`src/hdl/brcf_pkg.sv`:
```
// brcf_pkg: shared constants for the bitmap rectangle and circle fill block.
// Map geometry, field widths, stream packing offsets and command codes.
// No dependencies; imported by the top level and its checker.
package brcf_pkg;

    // Map geometry
    localparam int MAX_WIDTH        = 1024;
    localparam int HEIGHT           = 256;
    localparam int RADIUS_FRAC_BITS = 4;

    // Fixed field widths
    localparam int MW_W  = 11;   // map_width register
    localparam int PX_W  = 10;   // pos_x
    localparam int PY_W  = 8;    // pos_y
    localparam int SW_W  = 11;   // size_w
    localparam int SH_W  = 9;    // size_h
    localparam int RQ_W  = 12;   // radius_q
    localparam int CNT_W = 19;   // cells_written

    // Derived widths
    localparam int XW     = $clog2(MAX_WIDTH);          // column index
    localparam int WW     = $clog2(MAX_WIDTH + 1);      // column count / width
    localparam int YW     = $clog2(HEIGHT);             // row index
    localparam int HW     = $clog2(HEIGHT + 1);         // row count
    localparam int RW     = RQ_W - RADIUS_FRAC_BITS;    // integer radius
    localparam int SPAN_W = RW + 1;                     // 2r
    localparam int NC_W   = (WW > SPAN_W) ? WW : SPAN_W;
    localparam int NR_W   = (HW > SPAN_W) ? HW : SPAN_W;
    localparam int SQ_W   = 2 * RW;                     // squared offset
    localparam int LIM_W  = 2 * RQ_W;                   // squared radius_q
    localparam int DST_W  = SQ_W + 1 + 2 * RADIUS_FRAC_BITS;
    localparam int PW     = (PX_W > RW) ? PX_W : RW;    // remainder dividend
    localparam int STEP_W = $clog2(PW + 1);
    localparam int YB_W   = ((PY_W > RW) ? PY_W : RW) + 2;
    localparam int Y_W    = ((YB_W > NR_W + 1) ? YB_W : NR_W + 1) + 1;
    localparam int DY_W   = ((NR_W > RW) ? NR_W : RW) + 2;

    // Stream packing, lowest bit first
    localparam int OFF_VAL = 0;
    localparam int OFF_PX  = OFF_VAL + 1;
    localparam int OFF_PY  = OFF_PX + PX_W;
    localparam int OFF_SW  = OFF_PY + PY_W;
    localparam int OFF_SH  = OFF_SW + SW_W;
    localparam int OFF_RQ  = OFF_SH + SH_W;
    localparam int IN_BITS = OFF_RQ + RQ_W;
    localparam int S_TDATA_W = ((IN_BITS + 7) / 8) * 8;
    localparam int M_TDATA_W = ((CNT_W + 7) / 8) * 8;

    // Configuration port
    localparam int PADDR_W = 3;
    localparam int PDATA_W = 32;
    localparam logic REG_MAP_WIDTH = 1'b0;   // register index held in paddr[2]
    localparam logic [MW_W-1:0] MAP_WIDTH_RST = MW_W'(MAX_WIDTH);

    // Command codes
    localparam logic MODE_RECT   = 1'b0;
    localparam logic MODE_CIRCLE = 1'b1;

    // Largest possible count of one command
    localparam int MAX_CELLS = MAX_WIDTH * HEIGHT;

endpackage

```
`src/hdl/bitmap_rect_circle_fill.sv`:
```
// bitmap_rect_circle_fill: one-bit-per-cell map with rectangle and circle fill.
// Each command reduces its start column modulo the map width and walks its region; the
// result may wait on m_tready. Rectangles walk w by h, circles of radius r 2r by 2r, and
// an empty region skips the walk. Throughput: one command at a time, about a cell a cycle
// in the row walk, set by the read, modify and write back of one column word per column.
// Synchronous reset sets map_width to 1024, clears the output and zeroes the map first.
module bitmap_rect_circle_fill
    import brcf_pkg::*;
(
    input  logic                  aclk,
    input  logic                  aresetn,

    // Command stream
    input  logic                  s_tvalid,
    output logic                  s_tready,
    // tdata: set_value[0], pos_x[10:1], pos_y[18:11], size_w[29:19],
    //        size_h[38:30], radius_q[50:39], zero fill above
    input  logic [S_TDATA_W-1:0]  s_tdata,
    // tuser: mode[0]
    input  logic [0:0]            s_tuser,

    // Result stream
    output logic                  m_tvalid,
    input  logic                  m_tready,
    // tdata: cells_written[18:0], zero fill above
    output logic [M_TDATA_W-1:0]  m_tdata,
    // tuser: done_res[0]
    output logic [0:0]            m_tuser,

    // Configuration port
    input  logic                  psel,
    input  logic                  penable,
    input  logic                  pwrite,
    input  logic [PADDR_W-1:0]    paddr,
    input  logic [PDATA_W-1:0]    pwdata,
    output logic [PDATA_W-1:0]    prdata,
    output logic                  pready
);

    typedef enum logic [2:0] {
        ST_CLEAR,   // zero the map, one column a cycle
        ST_IDLE,    // wait for a command
        ST_MOD,     // reduce the start column modulo the map width
        ST_RD,      // issue the column read
        ST_LD,      // take the column word, set up the squares
        ST_ROW,     // walk the rows of the column, one cell a cycle
        ST_WB,      // write the column word back, advance the column
        ST_DONE     // hand the count to the output register
    } state_t;

    // ------------------------------------------------------------------
    // Map memory: one word per column, one bit per row
    // ------------------------------------------------------------------
    logic [HEIGHT-1:0] map_mem [MAX_WIDTH];
    logic [HEIGHT-1:0] rdata_reg;
    logic              mem_we;
    logic [XW-1:0]     mem_waddr;
    logic [HEIGHT-1:0] mem_wdata;

    // Control and working registers
    state_t                   state_reg;
    logic [MW_W-1:0]          map_width_reg;
    logic [XW-1:0]            clr_cnt_reg;
    logic                     mode_reg;
    logic                     val_reg;
    logic [RW-1:0]            r_reg;
    logic [LIM_W-1:0]         lim_reg;
    logic [SQ_W-1:0]          r2_reg;
    logic [NC_W-1:0]          ncol_reg;
    logic [NR_W-1:0]          nrow_reg;
    logic signed [YB_W-1:0]   ybase_reg;
    logic [PW-1:0]            div_reg;
    logic [WW-1:0]            rem_reg;
    logic                     neg_reg;
    logic [STEP_W-1:0]        step_reg;
    logic [XW-1:0]            x_reg;
    logic [NC_W-1:0]          ci_reg;
    logic [NR_W-1:0]          ri_reg;
    logic [SQ_W-1:0]          dx2_reg;
    logic [SQ_W-1:0]          dy2_reg;
    logic [HEIGHT-1:0]        col_reg;
    logic [CNT_W-1:0]         count_reg;
    logic                     m_tvalid_reg;
    logic [CNT_W-1:0]         m_cnt_reg;

    // ------------------------------------------------------------------
    // Configuration port
    // ------------------------------------------------------------------
    logic cfg_wr;
    assign cfg_wr = psel && penable && pwrite && pready;
    assign pready = 1'b1;
    assign prdata = (paddr[2] == REG_MAP_WIDTH) ? PDATA_W'(map_width_reg) : '0;

    // Effective width: zero is used as one, oversize saturates
    logic [WW-1:0] eff_w;
    always_comb begin
        if (map_width_reg == '0) begin
            eff_w = WW'(1);
        end else if (int'(map_width_reg) > MAX_WIDTH) begin
            eff_w = WW'(MAX_WIDTH);
        end else begin
            eff_w = WW'(map_width_reg);
        end
    end

    // ------------------------------------------------------------------
    // Command unpacking and setup values
    // ------------------------------------------------------------------
    logic                    in_mode;
    logic                    in_val;
    logic [PX_W-1:0]         in_px;
    logic [PY_W-1:0]         in_py;
    logic [SW_W-1:0]         in_sw;
    logic [SH_W-1:0]         in_sh;
    logic [RQ_W-1:0]         in_rq;
    logic [RW-1:0]           in_r;
    logic [NC_W-1:0]         in_ncol;
    logic [NR_W-1:0]         in_nrow;
    logic signed [YB_W-1:0]  in_ybase;
    logic signed [PW:0]      in_xs;
    logic [PW:0]             in_xmag;
    logic                    s_acc;

    assign in_mode = s_tuser[0];
    assign in_val  = s_tdata[OFF_VAL];
    assign in_px   = s_tdata[OFF_PX +: PX_W];
    assign in_py   = s_tdata[OFF_PY +: PY_W];
    assign in_sw   = s_tdata[OFF_SW +: SW_W];
    assign in_sh   = s_tdata[OFF_SH +: SH_W];
    assign in_rq   = s_tdata[OFF_RQ +: RQ_W];
    assign in_r    = in_rq[RQ_W-1 -: RW];

    always_comb begin
        if (in_mode == MODE_CIRCLE) begin
            in_ncol  = NC_W'({in_r, 1'b0});
            in_nrow  = NR_W'({in_r, 1'b0});
            in_ybase = YB_W'($signed({1'b0, in_py})) - YB_W'($signed({1'b0, in_r}));
            in_xs    = (PW + 1)'($signed({1'b0, in_px})) - (PW + 1)'($signed({1'b0, in_r}));
        end else begin
            in_ncol  = (int'(in_sw) > MAX_WIDTH) ? NC_W'(MAX_WIDTH) : NC_W'(in_sw);
            in_nrow  = (int'(in_sh) > HEIGHT) ? NR_W'(HEIGHT) : NR_W'(in_sh);
            in_ybase = YB_W'($signed({1'b0, in_py}));
            in_xs    = (PW + 1)'($signed({1'b0, in_px}));
        end
        in_xmag = in_xs[PW] ? (PW + 1)'(-in_xs) : (PW + 1)'(in_xs);
    end

    assign s_acc = s_tvalid && s_tready;

    // ------------------------------------------------------------------
    // Remainder unit: one dividend bit a cycle, restoring
    // ------------------------------------------------------------------
    logic [WW:0]   rem_trial;
    logic [WW-1:0] rem_next;
    logic [XW-1:0] x_start;

    assign rem_trial = {rem_reg, div_reg[PW-1]};
    assign rem_next  = (rem_trial >= {1'b0, eff_w}) ? WW'(rem_trial - {1'b0, eff_w})
                                                    : WW'(rem_trial);
    // A negative start folds back from the top of the map
    assign x_start   = (neg_reg && rem_next != '0) ? XW'(eff_w - rem_next) : XW'(rem_next);

    // Column advance with wrap at the effective width
    logic [WW-1:0] x_inc;
    logic [XW-1:0] x_next;
    assign x_inc  = WW'(x_reg) + WW'(1);
    assign x_next = (x_inc == eff_w) ? '0 : XW'(x_inc);

    // ------------------------------------------------------------------
    // Per-column and per-cell arithmetic
    // ------------------------------------------------------------------
    logic signed [NC_W:0]  dx_s;
    logic [RW-1:0]         dx_mag;
    logic [SQ_W-1:0]       dx2_next;
    assign dx_s     = $signed({1'b0, ci_reg}) - (NC_W + 1)'($signed({1'b0, r_reg}));
    assign dx_mag   = dx_s[NC_W] ? RW'(-dx_s) : RW'(dx_s);
    assign dx2_next = SQ_W'(dx_mag) * SQ_W'(dx_mag);

    // Next square by (dy + 1)^2 = dy^2 + 2dy + 1
    logic signed [DY_W-1:0]   dy_s;
    logic signed [SQ_W+1:0]   dy2_sum;
    logic [SQ_W-1:0]          dy2_next;
    assign dy_s     = DY_W'($signed({1'b0, ri_reg})) - DY_W'($signed({1'b0, r_reg}));
    assign dy2_sum  = (SQ_W + 2)'($signed({2'b0, dy2_reg}))
                    + (SQ_W + 2)'($signed({dy_s, 1'b1}));
    assign dy2_next = dy2_sum[SQ_W-1:0];

    // Inside test: ((dx^2 + dy^2) << 2F) <= radius_q^2
    logic [SQ_W:0]   dist_sum;
    logic [DST_W-1:0] dist_q;
    logic            cell_in;
    assign dist_sum = {1'b0, dx2_reg} + {1'b0, dy2_reg};
    assign dist_q   = DST_W'(dist_sum) << (2 * RADIUS_FRAC_BITS);
    assign cell_in  = (mode_reg == MODE_RECT) ||
                      (DST_W'(dist_q) <= ((DST_W > LIM_W) ? DST_W'(lim_reg) : DST_W'(lim_reg)));

    // Row clamp to the map
    logic signed [Y_W-1:0] y_s;
    logic [YW-1:0]         y_idx;
    assign y_s = Y_W'(ybase_reg) + Y_W'($signed({1'b0, ri_reg}));
    always_comb begin
        if (y_s < 0) begin
            y_idx = '0;
        end else if (y_s > Y_W'(HEIGHT - 1)) begin
            y_idx = YW'(HEIGHT - 1);
        end else begin
            y_idx = y_s[YW-1:0];
        end
    end

    // ------------------------------------------------------------------
    // Memory: write on clear or write-back, read the current column always
    // ------------------------------------------------------------------
    assign mem_we    = (state_reg == ST_CLEAR) || (state_reg == ST_WB);
    assign mem_waddr = (state_reg == ST_CLEAR) ? clr_cnt_reg : x_reg;
    assign mem_wdata = (state_reg == ST_CLEAR) ? '0 : col_reg;

    always_ff @(posedge aclk) begin
        if (mem_we) begin
            map_mem[mem_waddr] <= mem_wdata;
        end
        rdata_reg <= map_mem[x_reg];
    end

    // ------------------------------------------------------------------
    // Sequencer
    // ------------------------------------------------------------------
    always_ff @(posedge aclk) begin
        if (!aresetn) begin
            state_reg     <= ST_CLEAR;
            clr_cnt_reg   <= '0;
            map_width_reg <= MAP_WIDTH_RST;
            m_tvalid_reg  <= 1'b0;
            x_reg         <= '0;
        end else begin
            if (cfg_wr && paddr[2] == REG_MAP_WIDTH) begin
                map_width_reg <= pwdata[MW_W-1:0];
            end

            // Drop the result once the far side takes it, unless a new one replaces it
            if (m_tvalid_reg && m_tready && state_reg != ST_DONE) begin
                m_tvalid_reg <= 1'b0;
            end

            case (state_reg)
                ST_CLEAR: begin
                    clr_cnt_reg <= clr_cnt_reg + XW'(1);
                    if (clr_cnt_reg == XW'(MAX_WIDTH - 1)) begin
                        state_reg <= ST_IDLE;
                    end
                end

                ST_IDLE: begin
                    if (s_acc) begin
                        mode_reg  <= in_mode;
                        val_reg   <= in_val;
                        r_reg     <= in_r;
                        lim_reg   <= LIM_W'(in_rq) * LIM_W'(in_rq);
                        r2_reg    <= SQ_W'(in_r) * SQ_W'(in_r);
                        ncol_reg  <= in_ncol;
                        nrow_reg  <= in_nrow;
                        ybase_reg <= in_ybase;
                        neg_reg   <= in_xs[PW];
                        div_reg   <= in_xmag[PW-1:0];
                        rem_reg   <= '0;
                        step_reg  <= '0;
                        ci_reg    <= '0;
                        count_reg <= '0;
                        // Empty region: nothing to walk
                        if (in_ncol == '0 || in_nrow == '0) begin
                            state_reg <= ST_DONE;
                        end else begin
                            state_reg <= ST_MOD;
                        end
                    end
                end

                ST_MOD: begin
                    rem_reg  <= rem_next;
                    div_reg  <= {div_reg[PW-2:0], 1'b0};
                    step_reg <= step_reg + STEP_W'(1);
                    if (step_reg == STEP_W'(PW - 1)) begin
                        x_reg     <= x_start;
                        state_reg <= ST_RD;
                    end
                end

                ST_RD: begin
                    state_reg <= ST_LD;
                end

                ST_LD: begin
                    col_reg   <= rdata_reg;
                    dx2_reg   <= dx2_next;
                    dy2_reg   <= r2_reg;
                    ri_reg    <= '0;
                    state_reg <= ST_ROW;
                end

                ST_ROW: begin
                    if (cell_in) begin
                        col_reg[y_idx] <= val_reg;
                        if (count_reg != '1) begin
                            count_reg <= count_reg + CNT_W'(1);
                        end
                    end
                    dy2_reg <= dy2_next;
                    ri_reg  <= ri_reg + NR_W'(1);
                    if (ri_reg == nrow_reg - NR_W'(1)) begin
                        state_reg <= ST_WB;
                    end
                end

                ST_WB: begin
                    // Write happens this cycle; the next read follows it
                    x_reg  <= x_next;
                    ci_reg <= ci_reg + NC_W'(1);
                    if (ci_reg == ncol_reg - NC_W'(1)) begin
                        state_reg <= ST_DONE;
                    end else begin
                        state_reg <= ST_RD;
                    end
                end

                ST_DONE: begin
                    // Hold until the output register is free
                    if (!m_tvalid_reg || m_tready) begin
                        m_tvalid_reg <= 1'b1;
                        m_cnt_reg    <= count_reg;
                        state_reg    <= ST_IDLE;
                    end
                end

                default: begin
                    state_reg <= ST_IDLE;
                end
            endcase
        end
    end

    assign s_tready = (state_reg == ST_IDLE);
    assign m_tvalid = m_tvalid_reg;
    assign m_tdata  = M_TDATA_W'(m_cnt_reg);
    assign m_tuser  = 1'b1;

endmodule

```
`config.mk`:
```
export PLATFORM = sky130hd
export DESIGN_NAME = bitmap_rect_circle_fill
export DESIGN_NICKNAME = d
export VERILOG_FILES = /design/src/hdl/brcf_pkg.sv /design/src/hdl/bitmap_rect_circle_fill.sv
export SDC_FILE = /design/constraint.sdc
export NUM_CORES = 1
export LEC_CHECK = 0
export BUFFER_PORTS_ARGS = -buffer_cell sky130_fd_sc_hd__buf_2
export CORE_AREA = 2 2 209 211
export CTS_CLUSTER_SIZE = 28
export DETAILED_ROUTE_END_ITERATION = 10
export DIE_AREA = 0 0 211 213
export PLACE_DENSITY = 0.58
export SYNTH_ARGS = -nofsm -noshare
export SYNTH_HDL_FRONTEND = slang
export SYNTH_SLANG_ARGS = --single-unit
export TNS_END_PERCENT = 30
```
`constraint.sdc`:
```
create_clock -name aclk -period 8.4 [get_ports aclk]
set_clock_uncertainty 0.05 [all_clocks]
set_input_delay 1.68 -clock aclk [delete_from_list [all_inputs] [get_ports aclk]]
set_output_delay 1.68 -clock aclk [all_outputs]
set_load 0.01 [all_outputs]
```
==> impl_metrics.env, run 1 <==
export IMPL_status="finished clean"
export IMPL_final_cell_area_um2=18500
export IMPL_fmax_ghz=0.143
export IMPL_min_period_ns=7.01
export IMPL_grt_pass1_wl_um=59100
export IMPL_dieWidth_um=211
export IMPL_synthArstFlopShare=0
export IMPL_slew_headroom=0.388
export IMPL_cts_buffers=17
export IMPL_cp_max_fo=9
export IMPL_slew_viol_final=0
export IMPL_antenna_cells=0
export IMPL_rsz0062_at_grt="false"
export IMPL_cts_root_buf="clkbuf_16"
export IMPL_rows=76
export IMPL_drtIter0Drc=670
export IMPL_grt_use_total=0.165
export IMPL_critPathArrivalTime_ns=7.15
export IMPL_finalCritPeriodShare=0.835
export IMPL_wl_um=35800
export IMPL_crit_type="flip-flop to flip-flop"
export IMPL_drive_gt1_frac=0.0891
export IMPL_via_count=11900
export IMPL_clockBufferDepth=2
export IMPL_clk_latency_ns=0.45
export IMPL_grt_overflow_total=0
export IMPL_hpwl_um=28300
export IMPL_critPathLaunchType="flip-flop"
export IMPL_worstPathRequired_ns=8.54
export IMPL_finalSetupViolCount=0
export IMPL_ys_warnings_count=0
export IMPL_htreeDepth=4
export IMPL_seq_area_frac_synth=0.311
export IMPL_start_util=0.397
export IMPL_cts_hold_buffers=0
export IMPL_grt_max_degree=68
export IMPL_dieArea_um2=44900
export IMPL_cts_sinks=184
export IMPL_layout_area_overhead_vs_synth_pct=9.04
export IMPL_vias_per_cell=5.08
export IMPL_gp_congestion=0.845
export IMPL_grt_pass1_vias=11900
export IMPL_cts_tree="built"
export IMPL_syn_inst=1715
export IMPL_cts_setup_buffers=0
export IMPL_leakage_nw=8.18
export IMPL_maxCapViolations=0
export IMPL_hp_class="flip-flop to flip-flop"
export IMPL_critPathCaptureType="flip-flop"
export IMPL_ant_nets=0
export IMPL_antenna_found_initial=0
export IMPL_tightest_slew_ns=0.909
export IMPL_synth_ff_type="edfxtp_1"
export IMPL_dpl_cell_area_um2=17900
export IMPL_largest_reg_flops=23
export IMPL_cts_resized_gates=0
export IMPL_ys_seq_elements=184
export IMPL_syn_cell_area_um2=17000
export IMPL_power_density_nw_per_um2=271
export IMPL_hold_viol_final=0
export IMPL_vdd_ir_drop_max_mv=0.193
export IMPL_clkTransAtPathRegs_ns=0.07
export IMPL_port_buffers=83
export IMPL_ys_types=73
export IMPL_tns_ns=0
export IMPL_drcViolationCount=0
export IMPL_dr_pass1_iters=5
export IMPL_core_um2=42700
export IMPL_final_nets=2190
export IMPL_ios=159
export IMPL_synth_area_per_cell_um2=9.89
export IMPL_die_h_um=213
export IMPL_routedWlPerCell_um=15.2
export IMPL_synth_edff_count=159
-- final timing paths --
kind / from / end / slack, ns / depth (start not counted)
setup / recovery: ci_reg[1] / dx2_reg[15] / 1.39 / 25
setup reg to reg: ci_reg[1] / dx2_reg[15] / 1.39 / 25
hold / removal: map_width_reg[0] / map_width_reg[0] / 0.41 / 2
hold reg to reg: map_width_reg[0] / map_width_reg[0] / 0.41 / 2
-- worst max-delay path, cell delays in order, from the launching register on --
cell      delay [ns]
edfxtp_1        0.52
ha_1            0.33
nor2b_4         0.13
o31a_1          0.28
o31a_1          0.29
o211a_1         0.27
nor2_1          0.44
o21ai_0         0.20
xor2_1          0.31
or2_2           0.41
fa_1            0.44
fa_1            0.50
inv_1           0.05
ha_1            0.26
inv_1           0.05
fa_1            0.53
inv_1           0.04
ha_1            0.33
a21o_1          0.17
a21oi_1         0.22
nor2b_1         0.08
o21a_1          0.20
o311a_1         0.31
nor2_1          0.12
a21oi_1         0.08
xnor2_1         0.14
-- power by group --
part | total [mW] | leakage [nW] | switching, mW | internal (mW)
clock | 0.811 | 0.281 | 0.386 | 0.425
sequential | 1.25 | 1.70 | 0.0393 | 1.21
combinational | 2.94 | 6.20 | 1.64 | 1.31
-- per-layer routing --
layer  vias to the layer above  track usage  share of wire
met2                       198        0.278           0.48
met1                      5731        0.218           0.47
li1                       5975            -              -
met3                        40       0.0234          0.033
met4                         0       0.0573          0.024
met5                         -            0              0
-- stage by stage --
step                power, mW  hold WS [ns]   util  instances  setup slack (ns)
floorplan                3.62         0.382      -       1741              1.45
global placement         4.19         0.398  0.420       2320             0.864
detailed placement       4.20         0.406  0.420       2320             0.881
CTS                      5.07         0.416  0.433       2352              1.31
global route             5.54         0.446  0.433       2352             0.886
finish                   5.01         0.413  0.433       2352              1.39
-- area by class of cell --
class / count / area (um2)
sequential: 184 / 5280
fill: 4110 / 24200
multi-input combinational: 1272 / 10600
clock inverter: 14 / 138
inverter: 223 / 837
clock buffer: 18 / 439
tap: 546 / 683
timing repair buffer: 95 / 505
-- placed cells by master, fill, tap and decap left out, drive strengths merged, types with 35 or more instances in the layout --
cell      n
a21oi    55
and2     68
buf      95
edfxtp  159
fa      123
ha      175
inv     230
nand2   106
nand3    35
nor2    138
nor3     37
o21ai    52
xnor2    90
xor2     50
-- logic make-up (layout without fill, tap and decap cells) --
kind of cell,count (synthesis),after routing,synth area share
xor gates and xnor gates,140,140,0.0728
other,2,28,0.000443
adders and majority gates,298,298,0.274
muxes,11,11,0.00679
DFF,184,184,0.311
AOI/OAI and AO/OA,269,269,0.108
and+or+nand+nor,526,526,0.157
buffers and inverters,285,350,0.0697
-- Yosys cell counts (5+ instances only) --
master / instances / share of area
a21o_1: 27 / 0.012
dfxtp_1: 25 / 0.030
nor3_1: 37 / 0.011
nor2_1: 138 / 0.031
a31o_2: 7 / 0.0036
nor2b_1: 29 / 0.011
xor2_1: 49 / 0.025
and2_1: 68 / 0.025
a21oi_1: 55 / 0.016
ha_1: 175 / 0.13
nand2_1: 106 / 0.023
nand3_1: 35 / 0.010
a22o_1: 9 / 0.0046
nor4_1: 9 / 0.0033
o31a_1: 5 / 0.0026
or3_1: 13 / 0.0048
o21bai_1: 9 / 0.0040
fa_1: 123 / 0.15
a31oi_1: 12 / 0.0044
inv_1: 223 / 0.049
nand2b_1: 15 / 0.0055
o21ai_0: 49 / 0.014
mux2i_1: 7 / 0.0041
a211oi_1: 10 / 0.0044
clkbuf_1: 31 / 0.0069
buf_4: 28 / 0.012
nand4_1: 14 / 0.0052
a2111oi_0: 5 / 0.0026
xnor2_1: 90 / 0.046
nor3b_1: 8 / 0.0035
edfxtp_1: 159 / 0.28
a21boi_0: 16 / 0.0071
and3_1: 21 / 0.0077
o21a_1: 19 / 0.0084
or2_2: 10 / 0.0037
o31ai_1: 8 / 0.0035
Power figures use the tool's default switching activity.
==> inputs of run 2 (changes only) <==
==> constraint.sdc (replaced) <==
create_clock -name aclk -period 7 [get_ports aclk]
set_clock_uncertainty 0.05 [all_clocks]
set_input_delay 1.4 -clock aclk [delete_from_list [all_inputs] [get_ports aclk]]
set_output_delay 1.4 -clock aclk [all_outputs]
set_load 0.01 [all_outputs]
==> run 2 against run 1 <==
  * Non-clock buffer count grew 25
  * Wire length up 0.33%
  * Critical endpoint unchanged
  * Worst setup slack got worse by 1.0 ns
  * Die area did not move
==> impl_metrics.env, run 2 (synthesis gave the netlist of run 1 again) <==
export IMPL_status="finished clean"
export IMPL_gp_congestion=0.825
export IMPL_critPathCaptureType="flip-flop"
export IMPL_cts_sinks=184
export IMPL_fmax_ghz=0.150
export IMPL_tightest_slew_ns=0.863
export IMPL_ios=159
export IMPL_port_buffers=83
export IMPL_crit_type="flip-flop to flip-flop"
export IMPL_layoutNonFillerInstCount=2377
export IMPL_dp_cells=2342
export IMPL_maxCapViolations=0
export IMPL_die_h_um=213
export IMPL_grt_pass1_vias=12400
export IMPL_grt_overflow_total=0
export IMPL_clk_latency_ns=0.45
export IMPL_final_cell_mix="inv_1, ha_1, edfxtp_1"
export IMPL_cts_root_buf="clkbuf_16"
export IMPL_cp_top_family="adder cells"
export IMPL_grt_use_total=0.167
export IMPL_drive_gt1_frac=0.104
export IMPL_vdd_ir_drop_max_mv=0.215
export IMPL_hpwl_um=29000
export IMPL_hold_viol_final=0
export IMPL_dr_pass1_iters=5
export IMPL_ant_nets=0
export IMPL_drtIter0Drc=659
export IMPL_critPathSlowestCell="fa_1"
export IMPL_routedWlPerCell_um=15.1
export IMPL_critPathLaunchType="flip-flop"
export IMPL_finalSetupViolCount=0
export IMPL_critPathMaxStageDelay_ns=0.55
export IMPL_rsz0062_at_grt="false"
export IMPL_slew_viol_final=0
export IMPL_start_util=0.397
export IMPL_antenna_found_initial=0
export IMPL_largest_reg_flops=23
export IMPL_dieWidth_um=211
export IMPL_drcViolationCount=0
export IMPL_crit_path_frequent_cell="fa_1"
export IMPL_cts_tree="built"
export IMPL_dieArea_um2=44900
export IMPL_via_count=12100
export IMPL_worstPathRequired_ns=7.15
export IMPL_fill_cells=4121
export IMPL_rows=76
export IMPL_wl_um=35900
export IMPL_clockBufferDepth=2
export IMPL_min_period_ns=6.66
export IMPL_layout_area_overhead_vs_synth_pct=10.7
export IMPL_cp_max_fo=6
export IMPL_slew_headroom=0.425
export IMPL_final_nets=2215
export IMPL_cp_num_buf_inv=4
export IMPL_clkTransAtPathRegs_ns=0.07
export IMPL_hp_class="flip-flop to flip-flop"
export IMPL_leakage_nw=8.35
export IMPL_htreeDepth=4
export IMPL_grt_pass1_wl_um=60200
export IMPL_antenna_cells=0
export IMPL_power_mw=6.17
export IMPL_critPathArrivalTime_ns=6.81
export IMPL_tns_ns=0
export IMPL_crit_chain="inv_1, ha_1, fa_1, nor2b_1, o31a_1, o21a_1, or3_1, a211o_1, a211oi_2, nor2_2, or2_2, fa_1, inv_1, fa_1, fa_1, inv_1, fa_1, inv_1, ha_1, or2_2, o311a_1, nor2_1, a21oi_1, xnor2_1"
export IMPL_vias_per_cell=5.08
export IMPL_grt_max_degree=68
export IMPL_cts_buffers=17
export IMPL_finalCritPeriodShare=0.952
export IMPL_fin_util=0.440
export IMPL_core_um2=42700
export IMPL_cts_hold_buffers=0
export IMPL_power_density_nw_per_um2=328
export IMPL_final_common_cell="inv_1"
## run 2: what timing repair did
action,in CTS,in global routing
gates resized for setup,0,5
setup buffers,0,3
endpoints found under the setup margin,0,4
## run 2: path summary, 6_finish.rpt
path	startpoint	to	slack [ns]	depth (start not counted)
max	ci_reg[0]	dx2_reg[15]	0.34	24
min	map_width_reg[5]	map_width_reg[5]	0.41	2
max reg2reg	ci_reg[0]	dx2_reg[15]	0.34	24
min reg2reg	map_width_reg[5]	map_width_reg[5]	0.41	2
## run 2: power breakdown
group          switching (mW)  total (mW)  leakage [nW]  internal, mW
registers              0.0467        1.50          1.70          1.46
logic                    1.99        3.60          6.34          1.62
clock network           0.434        1.06         0.314         0.623
## run 2: metrics by stage
stage | setup slack, ns | instance area [um2] | hold WS, ns
6_report | 0.339 | 18800 | 0.407
5_1_grt | 0.0000595 | 18800 | 0.432
4_1_cts | 0.183 | 18700 | 0.413
3_5_place_dp | -0.0694 | 18100 | 0.403
3_3_place_gp | -0.0545 | 18100 | 0.397
2_1_floorplan | 0.331 | 17100 | 0.382
## run 2: final cells by class
type | count | area [um2] | share of cell area
multi-input cells | 1272 | 10600 | 0.566
inverters | 223 | 837 | 0.0446
repair buffers | 120 | 706 | 0.0376
clock buffers | 20 | 457 | 0.0243
clock inverters | 12 | 188 | 0.0100
well taps | 546 | 683 | 0.0364
flip-flops and latches | 184 | 5280 | 0.281
## run 2: worst reg2reg max path, delay by kind of cell (launching register included)
kind,cells,cell delay [ns]
xor gates and xnor gates,1,0.13
AOI/OAI and AO/OA,6,1.33
adders and majority gates,7,2.93
buffers and inverters,4,0.27
DFF,1,0.44
and+or+nand+nor,6,1.27
## run 2: metal layers
layer | global-route usage | part of all wire
met1 | 0.220 | 0.47
met2 | 0.286 | 0.49
met3 | 0.0210 | 0.026
met4 | 0.0551 | 0.022
met5 | 0 | 0
==> inputs of run 3 (changes only) <==
--- a/config.mk
+++ b/config.mk
@@ -5,11 +5,12 @@
 export SDC_FILE = /design/constraint.sdc
 export NUM_CORES = 1
 export LEC_CHECK = 0
+export ABC_AREA = 1
 export BUFFER_PORTS_ARGS = -buffer_cell sky130_fd_sc_hd__buf_2
-export CORE_AREA = 2 2 209 211
+export CORE_AREA = 2 2 212 214
 export CTS_CLUSTER_SIZE = 28
 export DETAILED_ROUTE_END_ITERATION = 10
-export DIE_AREA = 0 0 211 213
+export DIE_AREA = 0 0 214 216
 export PLACE_DENSITY = 0.58
 export SYNTH_ARGS = -nofsm -noshare
 export SYNTH_HDL_FRONTEND = slang
==> run 3 against run 2 <==
  * Worst setup slack improved by 0.28 ns
  * Count of clock-buffer cells in the layout shrank 2
  * Core utilization decreased by 0.84 points
  * Fmax rose by 4.4%
  * Design area up 0.71%
  * Area after synthesis grew 2.2%
  * Worst hold slack got worse by 0.0028 ns
  * Cell count up 15%
  * Critical path depth rose by 8
  * First-iteration DRC count shrank 14%
  * Global-route usage down 0.38 points
  * Die area grew 2.9%
  * Highest routed layer unchanged
==> impl_metrics.env, run 3 <==
export IMPL_layoutNonFillerInstCount=2731
export IMPL_tightest_slew_ns=1.17
export IMPL_grt_pass1_wl_um=61900
export IMPL_layout_area_overhead_vs_synth_pct=9.09
export IMPL_synth_top_area_frac=0.275
export IMPL_clockBufferDepth=2
export IMPL_fill_cells=4414
export IMPL_worstHoldStart="map_width_reg[6]"
export IMPL_hp_class="flip-flop to flip-flop"
export IMPL_syn_inst=2046
export IMPL_critPathCaptureType="flip-flop"
export IMPL_final_nets=2523
export IMPL_cts_setup_buffers=0
export IMPL_start_util=0.395
export IMPL_grt_max_degree=67
export IMPL_core_um2=43800
export IMPL_critPathMaxStageDelay_ns=0.56
export IMPL_power_density_nw_per_um2=215
export IMPL_leakage_nw=9.32
export IMPL_via_count=13000
export IMPL_vdd_ir_drop_max_mv=0.161
export IMPL_htreeDepth=4
export IMPL_synth_area_per_cell_um2=8.47
export IMPL_finalSetupViolCount=0
export IMPL_wl_um=36400
export IMPL_critPathLaunchType="flip-flop"
export IMPL_fin_util=0.431
export IMPL_ant_nets=0
export IMPL_dieArea_um2=46200
export IMPL_critPathArrivalTime_ns=6.54
export IMPL_slew_headroom=0.218
export IMPL_ys_seq_elements=184
export IMPL_grt_use_total=0.163
export IMPL_die_h_um=216
export IMPL_seq_area_frac_synth=0.304
export IMPL_gp_congestion=0.853
export IMPL_startpoint="ci_reg[0]"
export IMPL_pre_cts_ws_ns=0.453
export IMPL_ios=159
export IMPL_critPathSlowestCell="fa_1"
export IMPL_cp_max_fo=6
export IMPL_fmax_ghz=0.157
export IMPL_port_buffers=83
export IMPL_antenna_found_initial=0
export IMPL_tns_ns=0
export IMPL_synthTopCellsByCount="inv_1, nand2_1, ha_1, nor2_1, edfxtp_1"
export IMPL_hold_viol_final=0
export IMPL_synth_ff_type="edfxtp_1"
export IMPL_cts_sinks=184
export IMPL_synth_area_top_cells="edfxtp_1, fa_1, ha_1, inv_1, nand2_1"
export IMPL_synth_edff_count=159
export IMPL_routedWlPerCell_um=13.3
export IMPL_drtIter0Drc=564
export IMPL_syn_cell_area_um2=17300
export IMPL_clk_latency_ns=0.45
export IMPL_setup_slack_ns=0.620
export IMPL_min_period_ns=6.38
export IMPL_finalCritPeriodShare=0.911
export IMPL_grt_overflow_total=0
export IMPL_antenna_cells=0
export IMPL_maxCapViolations=0
export IMPL_ys_types=53
export IMPL_vias_per_cell=4.75
export IMPL_final_cell_mix="inv_1, nand2_1, ha_1"
export IMPL_cts_resized_gates=0
export IMPL_cp_top_family="adder cells"
export IMPL_clkTransAtPathRegs_ns=0.08
export IMPL_yosysMostFrequentCell="inv_1"
export IMPL_hpwl_um=29700
export IMPL_crit_type="flip-flop to flip-flop"
export IMPL_status="finished clean"
export IMPL_drive_gt1_frac=0.0785
export IMPL_cts_tree="built"
export IMPL_rsz0062_at_grt="false"
export IMPL_yosysTopAreaCell="edfxtp_1"
export IMPL_slew_viol_final=0
export IMPL_largest_reg_flops=23
export IMPL_cts_root_buf="clkbuf_16"
export IMPL_dp_cells=2699
export IMPL_hold_ws_ns=0.404
export IMPL_ys_warnings_count=0
export IMPL_grt_pass1_vias=12900
export IMPL_synthArstFlopShare=0
export IMPL_final_common_cell="inv_1"
export IMPL_cp_num_buf_inv=5
export IMPL_rr_startpoint="ci_reg[0]"
export IMPL_cts_hold_buffers=0
export IMPL_worstPathRequired_ns=7.16
export IMPL_dr_pass1_iters=5
export IMPL_crit_path_frequent_cell="nand2_1"
export IMPL_drcViolationCount=0
export IMPL_cts_buffers=17
export IMPL_rows=77
export IMPL_dieWidth_um=214
## run 3: cell types whose count changed in the layout (fill, tap and decap cells not counted), sizes merged, moves of 31 or more
| cell | change |
|---|---|
| nand2 | +258 |
| inv | +213 |
| a21oi | +81 |
| and2 | -68 |
| xnor2 | -53 |
| nor2 | +43 |
| nand3 | +39 |
| o21ai | +31 |
## run 3: area by class of cell
type	count	area, um2	share of cell area
Inverter	431	1620	0.0858
Tap cell	592	741	0.0392
Multi-Input combinational cell	1401	10200	0.542
Clock inverter	14	124	0.00655
Clock buffer	18	429	0.0227
Sequential cell	184	5280	0.279
Timing Repair Buffer	91	475	0.0251
## run 3: worst paths after layout
path                           end  slack (ns)  cells past startpoint
setup / recovery       dx2_reg[14]        0.62                     32
hold / removal    map_width_reg[6]        0.40                      2
setup reg to reg       dx2_reg[14]        0.62                     32
hold reg to reg   map_width_reg[6]        0.40                      2
## run 3: through the flow
stage / cell area (um2) / power (mW)
global placement: 18400 / 3.17
global route: 18900 / 4.45
floorplan: 17400 / 2.80
CTS: 18900 / 4.12
detailed placement: 18400 / 3.18
finish: 18900 / 4.07
## run 3: where the power goes
group | internal (mW) | switching (mW) | total (mW)
Sequential | 1.30 | 0.00168 | 1.30
Clock | 0.471 | 0.461 | 0.932
Combinational | 0.750 | 1.09 | 1.84
Total | 2.52 | 1.55 | 4.07
## run 3: cells by family after synthesis
group	share of synthesized area
simple gates	0.171
fa+ha+maj	0.268
mux	0.000650
buf+inv	0.112
compound gates	0.0858
flops	0.304
xor+xnor	0.0579
other cells	0.000433
## run 3: worst min-delay path, cell delays in order, from the launching register on
cell	delay (ns)
dfxtp_1	0.30
inv_1	0.06
a21oi_1	0.05
## run 3: routing by layer
metal / vias up / track usage / part of all wire
li1: 6654 / - / -
met1: 6057 / 0.217 / 0.47
met2: 210 / 0.276 / 0.48
met3: 38 / 0.0227 / 0.032
met4: 0 / 0.0490 / 0.019
met5: - / 0 / 0
